File: src/rtl/ckhl_pkg.sv
// shared types, constants and word-list lookup for the c keyword highlight lexer
// no dependencies; imported by ckhl_dp, ckhl_ctrl, the top level and the testbench

package ckhl_pkg;

    localparam int WORD_HOLD_DEPTH = 8;
    localparam int WIDX_W          = $clog2(WORD_HOLD_DEPTH);
    localparam int WCNT_W          = $clog2(WORD_HOLD_DEPTH + 1);
    localparam int NUM_KEYWORDS    = 9;
    localparam int NUM_TYPES       = 6;
    localparam int LIST_WORD_MAX   = 8;

    // style bytes
    localparam logic [7:0] STYLE_DEFAULT   = 8'h41;
    localparam logic [7:0] STYLE_COMMENT   = 8'h42;
    localparam logic [7:0] STYLE_STRING    = 8'h44;
    localparam logic [7:0] STYLE_DIRECTIVE = 8'h45;
    localparam logic [7:0] STYLE_TYPE      = 8'h46;
    localparam logic [7:0] STYLE_KEYWORD   = 8'h47;
    localparam logic [7:0] STYLE_NONE      = 8'h00;

    // characters with a meaning of their own
    localparam logic [7:0] CH_SLASH   = 8'h2F;
    localparam logic [7:0] CH_QUOTE   = 8'h22;
    localparam logic [7:0] CH_HASH    = 8'h23;
    localparam logic [7:0] CH_NEWLINE = 8'h0A;

    typedef enum logic [1:0] {
        MODE_NORMAL    = 2'd0,
        MODE_COMMENT   = 2'd1,
        MODE_STRING    = 2'd2,
        MODE_DIRECTIVE = 2'd3
    } t_lex_mode;

    typedef enum logic [2:0] {
        ST_IDLE,
        ST_PLAN,
        ST_PRE,
        ST_FLUSH,
        ST_MAIN,
        ST_TAIL
    } t_state;

    typedef enum logic [1:0] {
        SRC_PRE,
        SRC_FLUSH,
        SRC_MAIN,
        SRC_TAIL
    } t_emit_src;

    typedef struct packed {
        logic      accept;
        logic      emit;
        t_emit_src src;
        logic      last;
        logic      flush_step;
    } t_dp_cmd;

    typedef struct packed {
        logic pre_en;
        logic flush_en;
        logic flush_last;
        logic main_en;
        logic tail_en;
        logic fin;
    } t_dp_status;

    typedef logic [WORD_HOLD_DEPTH-1:0][7:0] t_word_buf;

    typedef struct packed {
        logic [3:0]                 len;
        logic [8*LIST_WORD_MAX-1:0] txt;   // first character in the highest used byte
    } t_word_ent;

    localparam t_word_ent KEYWORDS [NUM_KEYWORDS] = '{
        '{4'd2, "if"}, '{4'd4, "else"}, '{4'd5, "while"}, '{4'd6, "return"},
        '{4'd3, "for"}, '{4'd6, "switch"}, '{4'd4, "case"}, '{4'd5, "break"},
        '{4'd8, "continue"}
    };

    localparam t_word_ent TYPES [NUM_TYPES] = '{
        '{4'd3, "int"}, '{4'd4, "char"}, '{4'd4, "void"}, '{4'd5, "float"},
        '{4'd6, "double"}, '{4'd4, "bool"}
    };

    function automatic logic is_letter(input logic [7:0] c);
        return ((c >= 8'h41) && (c <= 8'h5A)) || ((c >= 8'h61) && (c <= 8'h7A));
    endfunction

    function automatic logic is_alnum(input logic [7:0] c);
        return is_letter(c) || ((c >= 8'h30) && (c <= 8'h39));
    endfunction

    function automatic logic word_hit(input t_word_ent ent, input t_word_buf chars,
                                      input logic [WCNT_W-1:0] len);
        logic hit;
        int   pos;
        hit = (len == WCNT_W'(ent.len));
        for (int i = 0; i < LIST_WORD_MAX; i++) begin
            pos = int'(ent.len) - 1 - i;
            if (pos < 0) begin
                pos = 0;
            end
            if ((i < int'(ent.len)) && (chars[i] != 8'(ent.txt >> (8 * pos)))) begin
                hit = 1'b0;
            end
        end
        return hit;
    endfunction

    // keyword style, type style, or STYLE_NONE when the word is in neither list
    function automatic logic [7:0] match_word(input t_word_buf chars,
                                              input logic [WCNT_W-1:0] len);
        logic kw;
        logic ty;
        kw = 1'b0;
        ty = 1'b0;
        for (int k = 0; k < NUM_KEYWORDS; k++) begin
            kw = kw | word_hit(KEYWORDS[k], chars, len);
        end
        for (int k = 0; k < NUM_TYPES; k++) begin
            ty = ty | word_hit(TYPES[k], chars, len);
        end
        return kw ? STYLE_KEYWORD : (ty ? STYLE_TYPE : STYLE_NONE);
    endfunction

endpackage

File: src/rtl/ckhl_dp.sv
// datapath: lexer state, word hold, per-character emit plan and output register
// depends on ckhl_pkg; driven by ckhl_ctrl through t_dp_cmd

module ckhl_dp
    import ckhl_pkg::*;
(
    input  logic        i_clk,
    input  logic        i_rst_n,
    input  logic [7:0]  i_text_char,
    input  logic [7:0]  i_prior_style,
    input  logic        i_end_of_text,
    input  t_dp_cmd     i_cmd,
    output t_dp_status  o_status,
    output logic [7:0]  o_char_style,
    output logic        o_last_style
);

    t_lex_mode           r_mode, n_mode;
    logic                r_at_start, n_at_start;
    logic                r_slash, n_slash;
    logic                r_long, n_long;
    logic [WCNT_W-1:0]   r_wcount, n_wcount;
    t_word_buf           r_wchars;
    t_word_buf           r_wpriors;

    logic                r_pre_en, n_pre_en;
    logic [7:0]          r_pre_style, n_pre_style;
    logic [WCNT_W-1:0]   r_flush_len, n_flush_len;
    logic                r_flush_raw, n_flush_raw;
    logic                r_main_en, n_main_en;
    logic [7:0]          r_main_style, n_main_style;
    logic                r_tail_en, n_tail_en;
    logic                r_fin;
    logic [WIDX_W-1:0]   r_flush_idx;

    logic [7:0]          r_out_style;
    logic                r_out_last;

    logic                store_en;
    logic [WIDX_W-1:0]   store_idx;
    logic                do_plain;
    logic [7:0]          match_style;
    logic [7:0]          flush_style;
    logic [7:0]          emit_style;

    // next lexer state and emit plan for the incoming character
    always_comb begin
        n_mode       = r_mode;
        n_at_start   = 1'b0;
        n_slash      = r_slash;
        n_long       = r_long;
        n_wcount     = r_wcount;
        n_pre_en     = 1'b0;
        n_pre_style  = STYLE_DEFAULT;
        n_flush_len  = '0;
        n_flush_raw  = 1'b0;
        n_main_en    = 1'b0;
        n_main_style = STYLE_DEFAULT;
        n_tail_en    = 1'b0;
        store_en     = 1'b0;
        store_idx    = '0;
        do_plain     = 1'b0;

        case (r_mode)
            MODE_COMMENT, MODE_DIRECTIVE: begin
                n_main_en = 1'b1;
                if (i_text_char == CH_NEWLINE) begin
                    n_mode = MODE_NORMAL;
                end else begin
                    n_main_style = (r_mode == MODE_COMMENT) ? STYLE_COMMENT
                                                            : STYLE_DIRECTIVE;
                end
            end
            MODE_STRING: begin
                n_main_en    = 1'b1;
                n_main_style = STYLE_STRING;
                if (i_text_char == CH_QUOTE) begin
                    n_mode = MODE_NORMAL;
                end
            end
            default: begin
                if (r_slash) begin
                    n_slash  = 1'b0;
                    n_pre_en = 1'b1;
                    if (i_text_char == CH_SLASH) begin
                        n_pre_style  = STYLE_COMMENT;
                        n_main_en    = 1'b1;
                        n_main_style = STYLE_COMMENT;
                        n_mode       = MODE_COMMENT;
                    end else begin
                        do_plain = 1'b1;
                    end
                end else if (r_long) begin
                    if (is_alnum(i_text_char)) begin
                        n_main_en    = 1'b1;
                        n_main_style = i_prior_style;
                    end else begin
                        n_long   = 1'b0;
                        do_plain = 1'b1;
                    end
                end else if (r_wcount != '0) begin
                    if (is_alnum(i_text_char)) begin
                        if (r_wcount < WCNT_W'(WORD_HOLD_DEPTH)) begin
                            store_en  = 1'b1;
                            store_idx = r_wcount[WIDX_W-1:0];
                            n_wcount  = r_wcount + 1'b1;
                        end else begin
                            // word outgrew the hold: release it unstyled
                            n_flush_len  = WCNT_W'(WORD_HOLD_DEPTH);
                            n_flush_raw  = 1'b1;
                            n_main_en    = 1'b1;
                            n_main_style = i_prior_style;
                            n_wcount     = '0;
                            n_long       = 1'b1;
                        end
                    end else begin
                        n_flush_len = r_wcount;
                        n_wcount    = '0;
                        do_plain    = 1'b1;
                    end
                end else begin
                    do_plain = 1'b1;
                end
            end
        endcase

        if (do_plain) begin
            if (i_text_char == CH_SLASH) begin
                n_slash = 1'b1;
            end else if (i_text_char == CH_QUOTE) begin
                n_main_en    = 1'b1;
                n_main_style = STYLE_STRING;
                n_mode       = MODE_STRING;
            end else if (r_at_start && (i_text_char == CH_HASH)) begin
                n_main_en    = 1'b1;
                n_main_style = STYLE_DIRECTIVE;
                n_mode       = MODE_DIRECTIVE;
            end else if (is_letter(i_text_char)) begin
                store_en  = 1'b1;
                store_idx = '0;
                n_wcount  = WCNT_W'(1);
            end else begin
                n_main_en    = 1'b1;
                n_main_style = STYLE_DEFAULT;
            end
        end

        // end of text: release whatever is held and return to the reset state
        if (i_end_of_text) begin
            if (n_wcount != '0) begin
                n_flush_len = n_wcount;
            end
            n_tail_en  = n_slash;
            n_mode     = MODE_NORMAL;
            n_at_start = 1'b1;
            n_slash    = 1'b0;
            n_wcount   = '0;
            n_long     = 1'b0;
        end
    end

    always_ff @(posedge i_clk) begin
        if (!i_rst_n) begin
            r_mode      <= MODE_NORMAL;
            r_at_start  <= 1'b1;
            r_slash     <= 1'b0;
            r_long      <= 1'b0;
            r_wcount    <= '0;
            r_pre_en    <= 1'b0;
            r_flush_len <= '0;
            r_flush_raw <= 1'b0;
            r_main_en   <= 1'b0;
            r_tail_en   <= 1'b0;
            r_fin       <= 1'b0;
            r_flush_idx <= '0;
        end else begin
            if (i_cmd.accept) begin
                r_mode      <= n_mode;
                r_at_start  <= n_at_start;
                r_slash     <= n_slash;
                r_long      <= n_long;
                r_wcount    <= n_wcount;
                r_pre_en    <= n_pre_en;
                r_flush_len <= n_flush_len;
                r_flush_raw <= n_flush_raw;
                r_main_en   <= n_main_en;
                r_tail_en   <= n_tail_en;
                r_fin       <= i_end_of_text;
                r_flush_idx <= '0;
            end else if (i_cmd.flush_step) begin
                r_flush_idx <= r_flush_idx + 1'b1;
            end
        end
    end

    always_ff @(posedge i_clk) begin
        if (i_cmd.accept) begin
            r_pre_style  <= n_pre_style;
            r_main_style <= n_main_style;
            if (store_en) begin
                r_wchars[store_idx]  <= i_text_char;
                r_wpriors[store_idx] <= i_prior_style;
            end
        end
        if (i_cmd.emit) begin
            r_out_style <= emit_style;
            r_out_last  <= i_cmd.last;
        end
    end

    assign match_style = match_word(r_wchars, r_flush_len);
    assign flush_style = (!r_flush_raw && (match_style != STYLE_NONE)) ? match_style
                                                                        : r_wpriors[r_flush_idx];

    always_comb begin
        case (i_cmd.src)
            SRC_PRE:   emit_style = r_pre_style;
            SRC_FLUSH: emit_style = flush_style;
            SRC_MAIN:  emit_style = r_main_style;
            SRC_TAIL:  emit_style = STYLE_DEFAULT;
            default:   emit_style = STYLE_DEFAULT;
        endcase
    end

    assign o_status.pre_en     = r_pre_en;
    assign o_status.flush_en   = (r_flush_len != '0);
    assign o_status.flush_last = ((WCNT_W'(r_flush_idx) + 1'b1) == r_flush_len);
    assign o_status.main_en    = r_main_en;
    assign o_status.tail_en    = r_tail_en;
    assign o_status.fin        = r_fin;

    assign o_char_style = r_out_style;
    assign o_last_style = r_out_last;

endmodule

File: src/rtl/ckhl_ctrl.sv
// controller: sequences the emit phases of one character and owns both handshakes
// depends on ckhl_pkg; commands ckhl_dp through t_dp_cmd

module ckhl_ctrl
    import ckhl_pkg::*;
(
    input  logic        i_clk,
    input  logic        i_rst_n,
    input  logic        i_in_valid,
    output logic        o_in_ready,
    input  logic        i_out_ready,
    output logic        o_out_valid,
    input  t_dp_status  i_status,
    output t_dp_cmd     o_cmd
);

    t_state r_state, n_state;
    logic   r_out_valid, n_out_valid;
    logic   out_free;
    t_state after_main, after_flush, after_pre, from_plan;

    assign out_free = !r_out_valid || i_out_ready;

    // first phase still to run after each phase
    always_comb begin
        after_main  = i_status.tail_en  ? ST_TAIL  : ST_IDLE;
        after_flush = i_status.main_en  ? ST_MAIN  : after_main;
        after_pre   = i_status.flush_en ? ST_FLUSH : after_flush;
        from_plan   = i_status.pre_en   ? ST_PRE   : after_pre;
    end

    always_comb begin
        n_state = r_state;
        case (r_state)
            ST_IDLE: begin
                if (i_in_valid) begin
                    n_state = ST_PLAN;
                end
            end
            ST_PLAN: n_state = from_plan;
            ST_PRE: begin
                if (out_free) begin
                    n_state = after_pre;
                end
            end
            ST_FLUSH: begin
                if (out_free && i_status.flush_last) begin
                    n_state = after_flush;
                end
            end
            ST_MAIN: begin
                if (out_free) begin
                    n_state = after_main;
                end
            end
            ST_TAIL: begin
                if (out_free) begin
                    n_state = ST_IDLE;
                end
            end
            default: n_state = ST_IDLE;
        endcase
    end

    always_comb begin
        o_cmd      = '0;
        o_cmd.src  = SRC_PRE;
        o_in_ready = 1'b0;
        case (r_state)
            ST_IDLE: begin
                o_in_ready   = 1'b1;
                o_cmd.accept = i_in_valid;
            end
            ST_PRE: begin
                o_cmd.emit = out_free;
                o_cmd.src  = SRC_PRE;
                o_cmd.last = i_status.fin && (after_pre == ST_IDLE);
            end
            ST_FLUSH: begin
                o_cmd.emit       = out_free;
                o_cmd.src        = SRC_FLUSH;
                o_cmd.flush_step = out_free;
                o_cmd.last       = i_status.fin && i_status.flush_last
                                   && (after_flush == ST_IDLE);
            end
            ST_MAIN: begin
                o_cmd.emit = out_free;
                o_cmd.src  = SRC_MAIN;
                o_cmd.last = i_status.fin && (after_main == ST_IDLE);
            end
            ST_TAIL: begin
                o_cmd.emit = out_free;
                o_cmd.src  = SRC_TAIL;
                o_cmd.last = i_status.fin;
            end
            default: begin
                o_in_ready = 1'b0;
            end
        endcase
    end

    assign n_out_valid = o_cmd.emit ? 1'b1 : (i_out_ready ? 1'b0 : r_out_valid);

    always_ff @(posedge i_clk) begin
        if (!i_rst_n) begin
            r_state     <= ST_IDLE;
            r_out_valid <= 1'b0;
        end else begin
            r_state     <= n_state;
            r_out_valid <= n_out_valid;
        end
    end

    assign o_out_valid = r_out_valid;

endmodule

File: src/rtl/c_keyword_highlight_lexer_unit.sv
// C syntax highlighting lexer: one text character in, one style byte out per character.
// A character is accepted and planned in the following cycle; the style bytes it then
// releases pass one at a time through the single output register. A character releases
// 0 to 9 style bytes: usually 1, 0 while a word or a '/' is held, up to 9 when a held
// word ends (the word plus the character that ends it) or outgrows the 8-character
// hold. Output stalls can hold back any of them.
// The next character is taken while the last style byte still waits in the output
// register. Style bytes:
// 'A' default, 'B' comment, 'D' string, 'E' directive, 'F' type, 'G' keyword; words
// that match neither list keep their stored style. tlast on the input ends the text,
// flushes anything held, is repeated on the final style byte and clears all state.
// depends on ckhl_pkg, ckhl_ctrl and ckhl_dp

module c_keyword_highlight_lexer_unit
    import ckhl_pkg::*;
(
    input  logic        i_clk,
    input  logic        i_rst_n,
    input  logic        i_s_axis_tvalid,
    output logic        o_s_axis_tready,
    input  logic [15:0] i_s_axis_tdata,   // [7:0] text_char, [15:8] prior_style
    input  logic        i_s_axis_tlast,   // end_of_text
    output logic        o_m_axis_tvalid,
    input  logic        i_m_axis_tready,
    output logic [7:0]  o_m_axis_tdata,   // [7:0] char_style
    output logic        o_m_axis_tlast    // last_style
);

    t_dp_cmd    cmd;
    t_dp_status status;

    ckhl_ctrl u_ctrl (
        .i_clk       (i_clk),
        .i_rst_n     (i_rst_n),
        .i_in_valid  (i_s_axis_tvalid),
        .o_in_ready  (o_s_axis_tready),
        .i_out_ready (i_m_axis_tready),
        .o_out_valid (o_m_axis_tvalid),
        .i_status    (status),
        .o_cmd       (cmd)
    );

    ckhl_dp u_dp (
        .i_clk         (i_clk),
        .i_rst_n       (i_rst_n),
        .i_text_char   (i_s_axis_tdata[7:0]),
        .i_prior_style (i_s_axis_tdata[15:8]),
        .i_end_of_text (i_s_axis_tlast),
        .i_cmd         (cmd),
        .o_status      (status),
        .o_char_style  (o_m_axis_tdata),
        .o_last_style  (o_m_axis_tlast)
    );

endmodule

File: config.mk
export PLATFORM = sky130hd
export DESIGN_NAME = c_keyword_highlight_lexer_unit
export DESIGN_NICKNAME = d
export VERILOG_FILES = /design/src/rtl/ckhl_pkg.sv /design/src/rtl/ckhl_dp.sv /design/src/rtl/ckhl_ctrl.sv /design/src/rtl/c_keyword_highlight_lexer_unit.sv
export SDC_FILE = /design/constraint.sdc
export NUM_CORES = 1
export LEC_CHECK = 0
export BUFFER_PORTS_ARGS = -buffer_cell sky130_fd_sc_hd__buf_2
export CAP_MARGIN = 20
export CORE_MARGIN = 2
export CORE_UTILIZATION = 62
export CTS_CLUSTER_SIZE = 12
export DETAILED_ROUTE_END_ITERATION = 6
export GPL_TIMING_DRIVEN = 0
export PLACE_DENSITY = 0.8
export SLEW_MARGIN = 20
export SYNTH_ARGS = -nofsm -noshare
export SYNTH_HDL_FRONTEND = slang
export SYNTH_SLANG_ARGS = --single-unit
File: constraint.sdc
create_clock -name i_clk -period 5.1 [get_ports i_clk]
set_input_delay 1.02 -clock i_clk [delete_from_list [all_inputs] [get_ports i_clk]]
set_output_delay 1.02 -clock i_clk [all_outputs]
set_load 0.05 [all_outputs]
==> results of run 1 <==
[state kept, by name, summed over array words and instances, names as in the netlist, 2 cells and up]
register           flops
u_ctrl.r_state         3
u_dp.o_char_style      8
u_dp.r_flush_idx       3
u_dp.r_flush_len       4
u_dp.r_main_style      8
u_dp.r_mode            2
u_dp.r_pre_style       2
u_dp.r_wchars         64
u_dp.r_wcount          4
u_dp.r_wpriors        64
[worst reg2reg max path, cell delays in order, from the launching register on]
cell	delay, ns
dfxtp_1	0.32
clkbuf_1	0.24
inv_1	0.13
ha_1	0.21
nor4b_1	0.42
nor2_1	0.07
nor4_1	0.61
a41oi_1	0.13
nand2b_1	0.28
nor3_2	0.66
buf_4	0.33
[where the power goes]
group	switching, W	internal, W	total (W)	leakage (nW)
Clock	0.000574	0.000694	0.00127	0.282
Combinational	0.000278	0.000110	0.000389	1.15
Sequential	0.0000254	0.00158	0.00160	1.52
Total	0.000877	0.00238	0.00326	2.95
[synth_stat cells (8+ instances only)]
cell type | instances | area share
clkbuf_1 | 31 | 0.014
or4_1 | 11 | 0.0099
nand3_1 | 17 | 0.010
nand2b_1 | 15 | 0.011
a21oi_1 | 21 | 0.013
dfxtp_1 | 25 | 0.060
nand4b_1 | 14 | 0.015
mux2i_1 | 8 | 0.0096
nor3_1 | 20 | 0.012
o21ai_0 | 21 | 0.013
a21boi_0 | 8 | 0.0072
nor2_1 | 43 | 0.019
edfxtp_1 | 147 | 0.53
nor2b_1 | 22 | 0.016
nor4bb_1 | 11 | 0.013
nand4_1 | 24 | 0.018
nor4_1 | 21 | 0.016
inv_1 | 9 | 0.0040
mux4_2 | 16 | 0.043
and3_1 | 10 | 0.0075
nand2_1 | 49 | 0.022
[cell families (layout without fill, tap and decap cells)]
logic type / after synthesis / in the layout / share of synthesized area
fa+ha+maj: 3 / 3 / 0.00450
simple gates: 318 / 318 / 0.237
xor+xnor: 6 / 6 / 0.00630
mux: 28 / 28 / 0.0582
flops: 172 / 172 / 0.589
compound gates: 100 / 100 / 0.0814
buf+inv: 48 / 122 / 0.0235
[path summary, 6_finish.rpt]
path / endpoint / slack [ns] / depth (start not counted)
hold / removal: u_dp.r_fin / 0.47 / 2
setup / recovery: u_dp.r_wpriors[11] / 1.25 / 9
setup reg to reg: u_dp.r_wpriors[18] / 1.40 / 10
hold reg to reg: u_dp.r_fin / 0.47 / 2
[per-layer routing]
layer	GRT usage	vias up	routed length (um)
met5	0	-	0
met4	0.154	0	899
met3	0.0675	70	2500
met2	0.511	472	10700
met1	0.451	3080	8750
li1	-	2807	-
[stage by stage]
step / cell area (um2) / util / instances / TNS (ns) / setup WS [ns]
6_report: 9430 / 0.715 / 925 / 0 / 1.25
5_1_grt: 9430 / 0.715 / 925 / 0 / 1.14
4_1_cts: 9430 / 0.715 / 925 / 0 / 1.33
3_5_place_dp: 8840 / 0.670 / 893 / 0 / 0.893
3_3_place_gp: 8720 / 0.661 / 882 / -23.88 / -1.15
2_1_floorplan: 8340 / - / 675 / 0 / 0.643
[cell type report]
cell class	instances	area, um2	area share
flip-flops and latches	172	4910	0.521
multi-input cells	455	3260	0.346
clock buffers	18	429	0.0455
repair buffers	42	248	0.0263
well taps	176	220	0.0234
plain buffers	39	163	0.0173
clock inverters	14	155	0.0165
inverters	9	33.8	0.00358
==> results.md, run 1 <==
* Vias at 6429
* Fin crit period at 3.85 ns
* Commonest non-fill, non-tap cell in the layout: edfxtp_1
* Net count after synthesis at 699
* Area grow syn2layout at 13.0%
* Die height at between 100 and 150 um
* Largest stage delay, worst path at 0.61 ns
* DRC viols at 0
* RSZ-0062 raised after global routing: no
* Status: completed
* Crit path buffers/inverters at 4
* Measured slew at the worst slew-check pin at 1.16 ns
* CP Data Arrival Time at 3.98 ns
* Final Cycle Share at 0.755
* Initial antenna violation count at 0
* # fillers at around 850
* Avg Cell Area, Syn at between 10 and 15 um2
* CTS H-tree depth at 4
* Req. time, crit path at 5.23 ns
* Drt initial violations at 860
* Commonest cells after routing, fill and taps aside: edfxtp_1 (147), nand2_1 (49), buf_2 (40)
* Die width at 120 um
* Yosys warns at 0
* Row count at 42
* Clock Tree Root: clkbuf_16
* Number of iterations in the first detailed-routing pass at 5
* First-pass GRT wire length at 35100 um
* Largest net degree at the start of global routing at 20
* Routed WL at 22900 um
* FMAX at 260 MHz
* GRT Util Overall at 0.330
* Largest fanout on the critical path at 12
* Startpoint Class: primary input
* Wire per inst at around 25 um
* Share of cells above drive strength 1 at 0.158
* Hold path start: u_dp.r_fin
* Worst-path clk slew at 0.07 ns
* Async set-reset flop share out of synthesis at 0
* Layout Skew at 0.0111 ns
* # hold bufs at CTS at 0
* PD cells at 346 nW/um2
* GRT Residual Overflow at 0
* Min Hold Slack at 0.467 ns
* Antenna-violating nets left at 0
* Nets at 760
* Vias in the first global route at 6156
* CTS buffer count at 17
* Quantity of I/O buffers inserted on ports at 31
* Setup crit end kind: flop
* Synthesized area at 8340 um2
* Top_reg_cell synth: edfxtp_1
* Setup bufs post-CTS at 0
* Yosys cell types at a little over 70
* Boundary pin count at 32
* Sequential fraction of the synthesis area at 0.589
* Crit path kind: primary input to flop
* DP HPWL at 16000 um
* CTS tree: yes
* Placer Congestion at 1.00
* Die area at 14400 um2
* Gates resized, CTS repair at 0
* Initial Utilization at 0.632
* Post-synthesis cell count at between 600 and 700
* Peak supply drop at 438 uV
* Worst setup path startpoint: i_s_axis_tdata[4]
* Min-delay worst type: flop to flop
* Clk_lat worst skew at approximately 0.43 ns
* Clk buf depth at 2
* Crit-path cells: buf_2, or4_1, o221ai_1, a21oi_1, and3_1, clkbuf_1, nor4_2, buf_2, buf_2
* EDFF count, synth at 147
* CTS Sinks at approximately 170
* Final setup fails at 0
* Total power at 0.00326 W
* Slowest stage cell, crit path: nor4_2
* Most frequent cell on the critical path: buf_2
* RR Startpoint: u_dp.r_wcount[1]
* Maximum capacitance violations at 0
* CP delay by family, top: simple AND/OR/NAND/NOR gates
* Post-synthesis register bit count at 172
* Leakage at 2.95 nW
* Post-DR vias/cell at between 6 and 7
* Slew Viols, Final at 0
* Slew HR at 0.218
* Final Hold Vio Count at 0
* Core Area at around 13000 um2
* Inserted Diodes at 0
No activity file was read; power rests on OpenSTA's default activity.
==> run 2, diff against run 1 <==
==> constraint.sdc (replaced) <==
create_clock -name i_clk -period 3.8 [get_ports i_clk]
set_input_delay 0.76 -clock i_clk [delete_from_list [all_inputs] [get_ports i_clk]]
set_output_delay 0.76 -clock i_clk [all_outputs]
set_load 0.05 [all_outputs]
==> results.md, run 2 (synthesis gave the netlist of run 1 again) <==
* Drt initial violations at 846 (was 860)
* Status: complete, but fails checks (was completed)
* Nets at 760 (unchanged)
* GRT Residual Overflow at 0 (unchanged)
* Grt met1 use at 0.451 (unchanged)
* Die height at 120 um (unchanged)
* Wire per inst at 24.9 um (was 24.7 um)
* Commonest non-fill, non-tap cell in the layout: edfxtp_1 (unchanged)
* Clk buf depth at 2 (unchanged)
* CTS H-tree depth at 4 (unchanged)
* Met3 Track Usage GR at 0.0675 (unchanged)
* Measured slew at the worst slew-check pin at 1.18 ns (was 1.16 ns)
* Antenna-violating nets left at 0 (unchanged)
* Clk_lat worst skew at 0.43 ns (about the same)
* Area grow syn2layout at 13.2% (was 13.0%)
* Regs by FF count: u_dp.r_wchars: 64 flops, u_dp.r_wpriors: 64 flops (unchanged)
* DRC viols at 20 (was 0)
* Initial antenna violation count at 0 (unchanged)
* Clock Tree Root: clkbuf_16 (unchanged)
* First-pass GRT wire length at 35100 um (unchanged)
* FMAX at 269 MHz
* Quantity of I/O buffers inserted on ports at 31 (unchanged)
* Largest net degree at the start of global routing at 20 (unchanged)
* Initial Utilization at 0.632 (unchanged)
* CTS buffer count at 17 (unchanged)
* DP HPWL at 16000 um (unchanged)
* Crit path kind: primary input to flop (unchanged)
* Core Area at 13200 um2 (unchanged)
* Layout Skew at 0.00980 ns (was 0.0111 ns)
* RSZ-0062 raised after global routing: no (unchanged)
* Commonest cells after routing, fill and taps aside: edfxtp_1 (147), nand2_1 (49), buf_2 (40) (unchanged)
* Boundary pin count at 32 (unchanged)
* Maximum capacitance violations at 0 (unchanged)
* # hold bufs at CTS at 0 (unchanged)
* Row count at 42 (unchanged)
* Busiest layer in global routing: met2 (unchanged)
* Vias at 6423 (was 6429)
* CP Data Arrival Time at 3.85 ns (was 3.98 ns)
* Final Hold Vio Count at 0 (unchanged)
* Number of iterations in the first detailed-routing pass at 7 (was 5)
* Final setup fails at 0 (unchanged)
* Grt met2 use at 0.511 (unchanged)
* Setup crit end kind: flop (unchanged)
* Peak supply drop at 591 uV (was 438 uV)
* Total power at 0.00438 W (was 0.00326 W)
* GRT Util Overall at 0.330 (unchanged)
* Placer Congestion at 1.00 (unchanged)
* CTS tree: yes (unchanged)
* Die width at 120 um (unchanged)
* Routed WL at 23000 um (was 22900 um)
* Slew Viols, Final at 0 (unchanged)
* Slew HR at 0.206 (was 0.218)
* Leakage at 2.95 nW (about the same)
* CTS Sinks at 172 (unchanged)
* Inserted Diodes at 0 (unchanged)
* Post-DR vias/cell at 6.94 (was 6.95)
* Final core occ at 0.716 (was 0.715)
* Failing checks: DRC
* Worst-path clk slew at 0.07 ns (about the same)
* Vias in the first global route at 6156 (unchanged)
* PD cells at 464 nW/um2 (was 346 nW/um2)
* Startpoint Class: primary input (unchanged)
* Die area at 14400 um2 (unchanged)
* Fin crit period at roughly 3.7 ns
* Share of cells above drive strength 1 at 0.159 (was 0.158)
* Req. time, crit path at 3.93 ns (was 5.23 ns)
* Final Cycle Share at 0.980
* Setup bufs post-CTS at 0 (unchanged)
* Largest fanout on the critical path at 12 (unchanged)
* Min-delay worst type: flop to flop (unchanged)
[run 2: cell counts in the layout (fill, tap and decap cells not counted)]
Identical to the previous run, type by type.
[run 2: critical path: stages]
cell and delay [ns]:
buf_2 0.18, or4_1 0.54, o221ai_1 0.42, a21oi_1 0.30, and3_1 0.24, clkbuf_1 0.26
nor4_2 0.62, buf_2 0.29, buf_2 0.22
[run 2: final timing paths]
path / startpoint / end / slack (ns) / cells after the start
setup / recovery: i_s_axis_tdata[4] / u_dp.r_wpriors[13] / 0.08 / 9
hold / removal: u_dp.r_fin / u_dp.r_fin / 0.48 / 2
setup reg to reg: u_dp.r_wcount[1] / u_dp.r_wpriors[34] / 0.30 / 11
hold reg to reg: u_dp.r_fin / u_dp.r_fin / 0.48 / 2
[run 2: repair_timing]
action                     4_1_cts  5_1_grt
gates resized for setup          0        2
hold endpoints to repair         0        0
setup endpoints to repair        0       16
[run 2: cell type report]
| class | instances | area, um2 |
|---|---|---|
| sequential | 172 | 4910 |
| clock inverter | 14 | 155 |
| buffer | 39 | 163 |
| timing repair buffer | 42 | 248 |
| tap | 176 | 220 |
| fill | 851 | 3750 |
| multi-input combinational | 455 | 3280 |
| inverter | 9 | 33.8 |
| clock buffer | 18 | 429 |
[run 2: power breakdown]
part	leakage, nW	switching (W)	internal, W
sequential	1.52	0.0000343	0.00212
combinational	1.15	0.000375	0.000148
clock	0.282	0.000774	0.000932
[run 2: metal layers]
layer,wire [um],up-vias
li1,-,2803
met1,8850,3071
met2,10700,474
met3,2480,75
met4,943,0
met5,0,-
[run 2: per-stage QoR]
stage / hold slack (ns) / instances / setup WS, ns / TNS (ns) / instance area, um2
CTS: 0.467 / 925 / 0.198 / 0 / 9430
global placement: 0.457 / 882 / -2.19 / -105.81 / 8720
finish: 0.479 / 925 / 0.0758 / 0 / 9440
detailed placement: 0.458 / 893 / -0.147 / -2.02 / 8840
floorplan: 0.439 / 675 / -0.657 / -24.89 / 8340
global route: 0.489 / 925 / 0.0554 / 0 / 9440
==> run 3, diff against run 2 <==
--- a/config.mk
+++ b/config.mk
@@ -5,6 +5,7 @@
 export SDC_FILE = /design/constraint.sdc
 export NUM_CORES = 1
 export LEC_CHECK = 0
+export ABC_AREA = 1
 export BUFFER_PORTS_ARGS = -buffer_cell sky130_fd_sc_hd__buf_2
 export CAP_MARGIN = 20
 export CORE_MARGIN = 2
==> results.md, run 3 <==
* DP HPWL at 14400 um (was 16000 um)
* Leakage at 3.43 nW (was 2.95 nW)
* Wire per inst at 18.7 um (was 24.9 um)
* Measured slew at the worst slew-check pin at 1.00 ns (was 1.18 ns)
* Maximum capacitance violations at 0 (unchanged)
* Slew Viols, Final at 0 (unchanged)
* Final Cycle Share at 0.775 (was 0.980)
* # hold bufs at CTS at 0 (unchanged)
* EDFF count, synth at 147 (unchanged)
* Setup bufs post-CTS at 0 (unchanged)
* Reg2Reg Setup Slack at 0.88 ns (was 0.30 ns)
* Sequential fraction of the synthesis area at 0.610 (was 0.589)
* Multi-input gate area at 2640 um2 (was 3280 um2)
* Nets at 919 (was 760)
* GRT Residual Overflow at 0 (unchanged)
* # fillers at 936 (was 851)
* GRT Util Overall at 0.294 (was 0.330)
* Final setup fails at 0 (unchanged)
* Post-synthesis register bit count at 172 (unchanged)
* Gates resized, CTS repair at 0 (unchanged)
* CTS H-tree depth at 4 (unchanged)
* Post-synthesis cell count at 838 (was 675)
* Fin crit period at 2.94 ns (was 3.72 ns)
* Final Non-Filler Cells at 1080 (was 925)
* Slew HR at 0.331 (was 0.206)
* Cells on worst reg2reg path at 8 (was 11)
* Vias at 6256 (was 6423)
* Async set-reset flop share out of synthesis at 0 (unchanged)
* Core Area at 12700 um2 (was 13200 um2)
* CTS Sinks at 172 (unchanged)
* Inserted Diodes at 0 (unchanged)
* Placed Instances at 1048 (was 893)
* Crit path kind: primary input to flop (unchanged)
* Final Instance Area at 9070 um2 (was 9440 um2)
* First-pass GRT wire length at 30900 um (was 35100 um)
* Final Hold Vio Count at 0 (unchanged)
* FMAX at 340 MHz (was 269 MHz)
* Regs by FF count: u_dp.r_wchars: 64 flops, u_dp.r_wpriors: 64 flops (unchanged)
* Min Hold Slack at 0.503 ns (was 0.479 ns)
* Net count after synthesis at 862 (was 699)
* Die height at 118 um (was 120 um)
* Initial Utilization at 0.636 (was 0.632)
* Hold path endpoint: u_dp.r_pre_en (was u_dp.r_fin)
* Vias in the first global route at 5983 (was 6156)
* Hold path start: u_dp.r_pre_en (was u_dp.r_fin)
* CTS tree: yes (unchanged)
* CTS buffer count at 17 (unchanged)
* Layout Skew at 0.00759 ns (was 0.00980 ns)
* Quantity of I/O buffers inserted on ports at 31 (unchanged)
* Final setup TNS at 0 ns (unchanged)
* Final core occ at 0.716 (about the same)
* Initial antenna violation count at 0 (unchanged)
* Boundary pin count at 32 (unchanged)
* Placement Cell Area at 8550 um2 (was 8840 um2)
* Placer Congestion at 0.994 (was 1.00)
* Min-delay worst type: flop to flop (unchanged)
* Post-DR vias/cell at 5.79 (was 6.94)
* Drt initial violations at 630 (was 846)
* Clk_lat worst skew at 0.43 ns (about the same)
* DRC viols at 0 (was 20)
* PD cells at 509 nW/um2 (was 464 nW/um2)
* Yosys warns at 0 (unchanged)
* Worst-path clk slew at 0.06 ns (was 0.07 ns)
* Largest net degree at the start of global routing at 20 (unchanged)
* Req. time, crit path at 3.94 ns (was 3.93 ns)
* Post-synth top cells: nor2_1 (160), nand2_1 (152), edfxtp_1 (147) (was edfxtp_1 (147), nand2_1 (49), nor2_1 (43))
* Startpoint Class: primary input (unchanged)
* Antenna-violating nets left at 0 (unchanged)
* Clk buf depth at 2 (unchanged)
* Largest fanout on the critical path at 12 (unchanged)
* Die area at 13900 um2 (was 14400 um2)
* Synth area leader: edfxtp_1 (unchanged)
* Area grow syn2layout at 12.5% (was 13.2%)
* Hold Crit Depth at 2 (unchanged)
* R2R Path End: u_dp.r_wchars[46] (was u_dp.r_wpriors[34])
* CP Data Arrival Time at 3.08 ns (was 3.85 ns)
* Yosys cell types at 49 (was 72)
* Reg area at 4910 um2 (unchanged)
* Share of cells above drive strength 1 at 0.144 (was 0.159)
* Peak supply drop at 509 uV (was 591 uV)
* Setup crit end kind: flop (unchanged)
* Commonest cells after routing, fill and taps aside: nand2_1 (152), nor2_1 (152), edfxtp_1 (147) (was edfxtp_1 (147), nand2_1 (49), buf_2 (40))
* Row count at 41 (was 42)
* Status: completed (was complete, but fails checks)
* Routed WL at 20200 um (was 23000 um)
* Most frequent cell after synthesis: nor2_1 (was edfxtp_1)
* Die width at 118 um (was 120 um)
* Clock Tree Root: clkbuf_16 (unchanged)
* RSZ-0062 raised after global routing: no (unchanged)
* Top_reg_cell synth: edfxtp_1 (unchanged)
* Yosys top cell area share at 0.548 (was 0.529)
* Avg Cell Area, Syn at 9.62 um2 (was 12.4 um2)
* Synthesized area at 8060 um2 (was 8340 um2)
* Number of iterations in the first detailed-routing pass at 5 (was 7)
* Top cells by area, synth: edfxtp_1 (55%), nor2_1 (7.4%), nand2_1 (7.1%) (was edfxtp_1 (53%), dfxtp_1 (6.0%), mux4_2 (4.3%))
* RR Startpoint: u_ctrl.r_state[0] (was u_dp.r_wcount[1])
==> run 3: cell count changes after synthesis, sizes merged, moves of 11 or more <==
cell	before	now
clkbuf	31	7
inv	9	122
mux4	16	0
nand2	49	160
nand2b	15	0
nand3	17	43
nand4b	14	0
nor2	43	169
nor2b	22	1
nor4	21	1
nor4bb	11	0
o21ai	24	51
or4	11	0
==> run 3: stage by stage <==
stage | total power, W | worst slack, ns
final | 0.00462 | 0.855
after global routing | 0.00475 | 0.696
after CTS | 0.00461 | 0.880
after detailed placement | 0.00308 | 0.455
after global placement | 0.00305 | -0.105
after floorplan | 0.00283 | 0.617
==> run 3: how the worst max path moves through the flow <==
| stage | start | end | slack (ns) | depth (start not counted) |
|---|---|---|---|---|
| after CTS | i_s_axis_tdata[1] | u_dp.r_wpriors[0] | 0.88 | 14 |
| after global placement | i_s_axis_tdata[1] | u_dp.r_wpriors[2] | -0.11 | 13 |
| after global routing | i_s_axis_tdata[1] | u_dp.r_wpriors[0] | 0.70 | 14 |
| after detailed placement | i_s_axis_tdata[1] | u_dp.r_wpriors[2] | 0.45 | 14 |
| final | i_s_axis_tdata[1] | u_dp.r_wpriors[1] | 0.86 | 14 |
| after floorplan | u_ctrl.r_state[0] | u_dp.r_wchars[40] | 0.62 | 8 |
==> run 3: routing by layer <==
| layer | vias up | track usage | wire length (um) |
|---|---|---|---|
| met5 | - | 0 | 0 |
| met3 | 42 | 0.0436 | 1730 |
| li1 | 2934 | - | - |
| met2 | 356 | 0.478 | 9580 |
| met1 | 2924 | 0.400 | 8410 |
| met4 | 0 | 0.117 | 527 |
==> run 3: area by class of cell <==
class | instances | area share
inverters | 123 | 0.0510
multi-input cells | 529 | 0.291
plain buffers | 14 | 0.00690
flip-flops and latches | 172 | 0.542
well taps | 172 | 0.0237
repair buffers | 38 | 0.0274
clock buffers | 19 | 0.0477
clock inverters | 13 | 0.0103
==> run 3: cells by family (layout without fill, tap and decap cells) <==
group                      after synthesis  in the layout  share of synthesized area
xor gates and xnor gates                 5              5                    0.00543
and+or+nand+nor                        410            410                      0.223
buffers and inverters                  137            207                     0.0652
adders and majority gates                3              3                    0.00466
DFF                                    172            172                      0.610
AOI/OAI and AO/OA                      111            111                     0.0922
==> run 3: where the power goes <==
part | total [W] | internal, W | switching [W] | leakage, nW
combinational | 0.000826 | 0.000190 | 0.000637 | 1.65
sequential | 0.00224 | 0.00219 | 0.0000528 | 1.52
clock | 0.00155 | 0.000836 | 0.000713 | 0.251
total | 0.00462 | 0.00321 | 0.00140 | 3.43
==> run 3: critical path, cell delays in order <==
cell	delay, ns
buf_2	0.27
nand2_2	0.14
nand2_1	0.10
nand3_1	0.10
nand3_2	0.12
nand2_2	0.10
o211ai_2	0.11
nand2_4	0.10
nor2_4	0.12
nand2_4	0.10
o21ai_1	0.09
nand2_1	0.16
nor2_2	0.56
buf_8	0.23
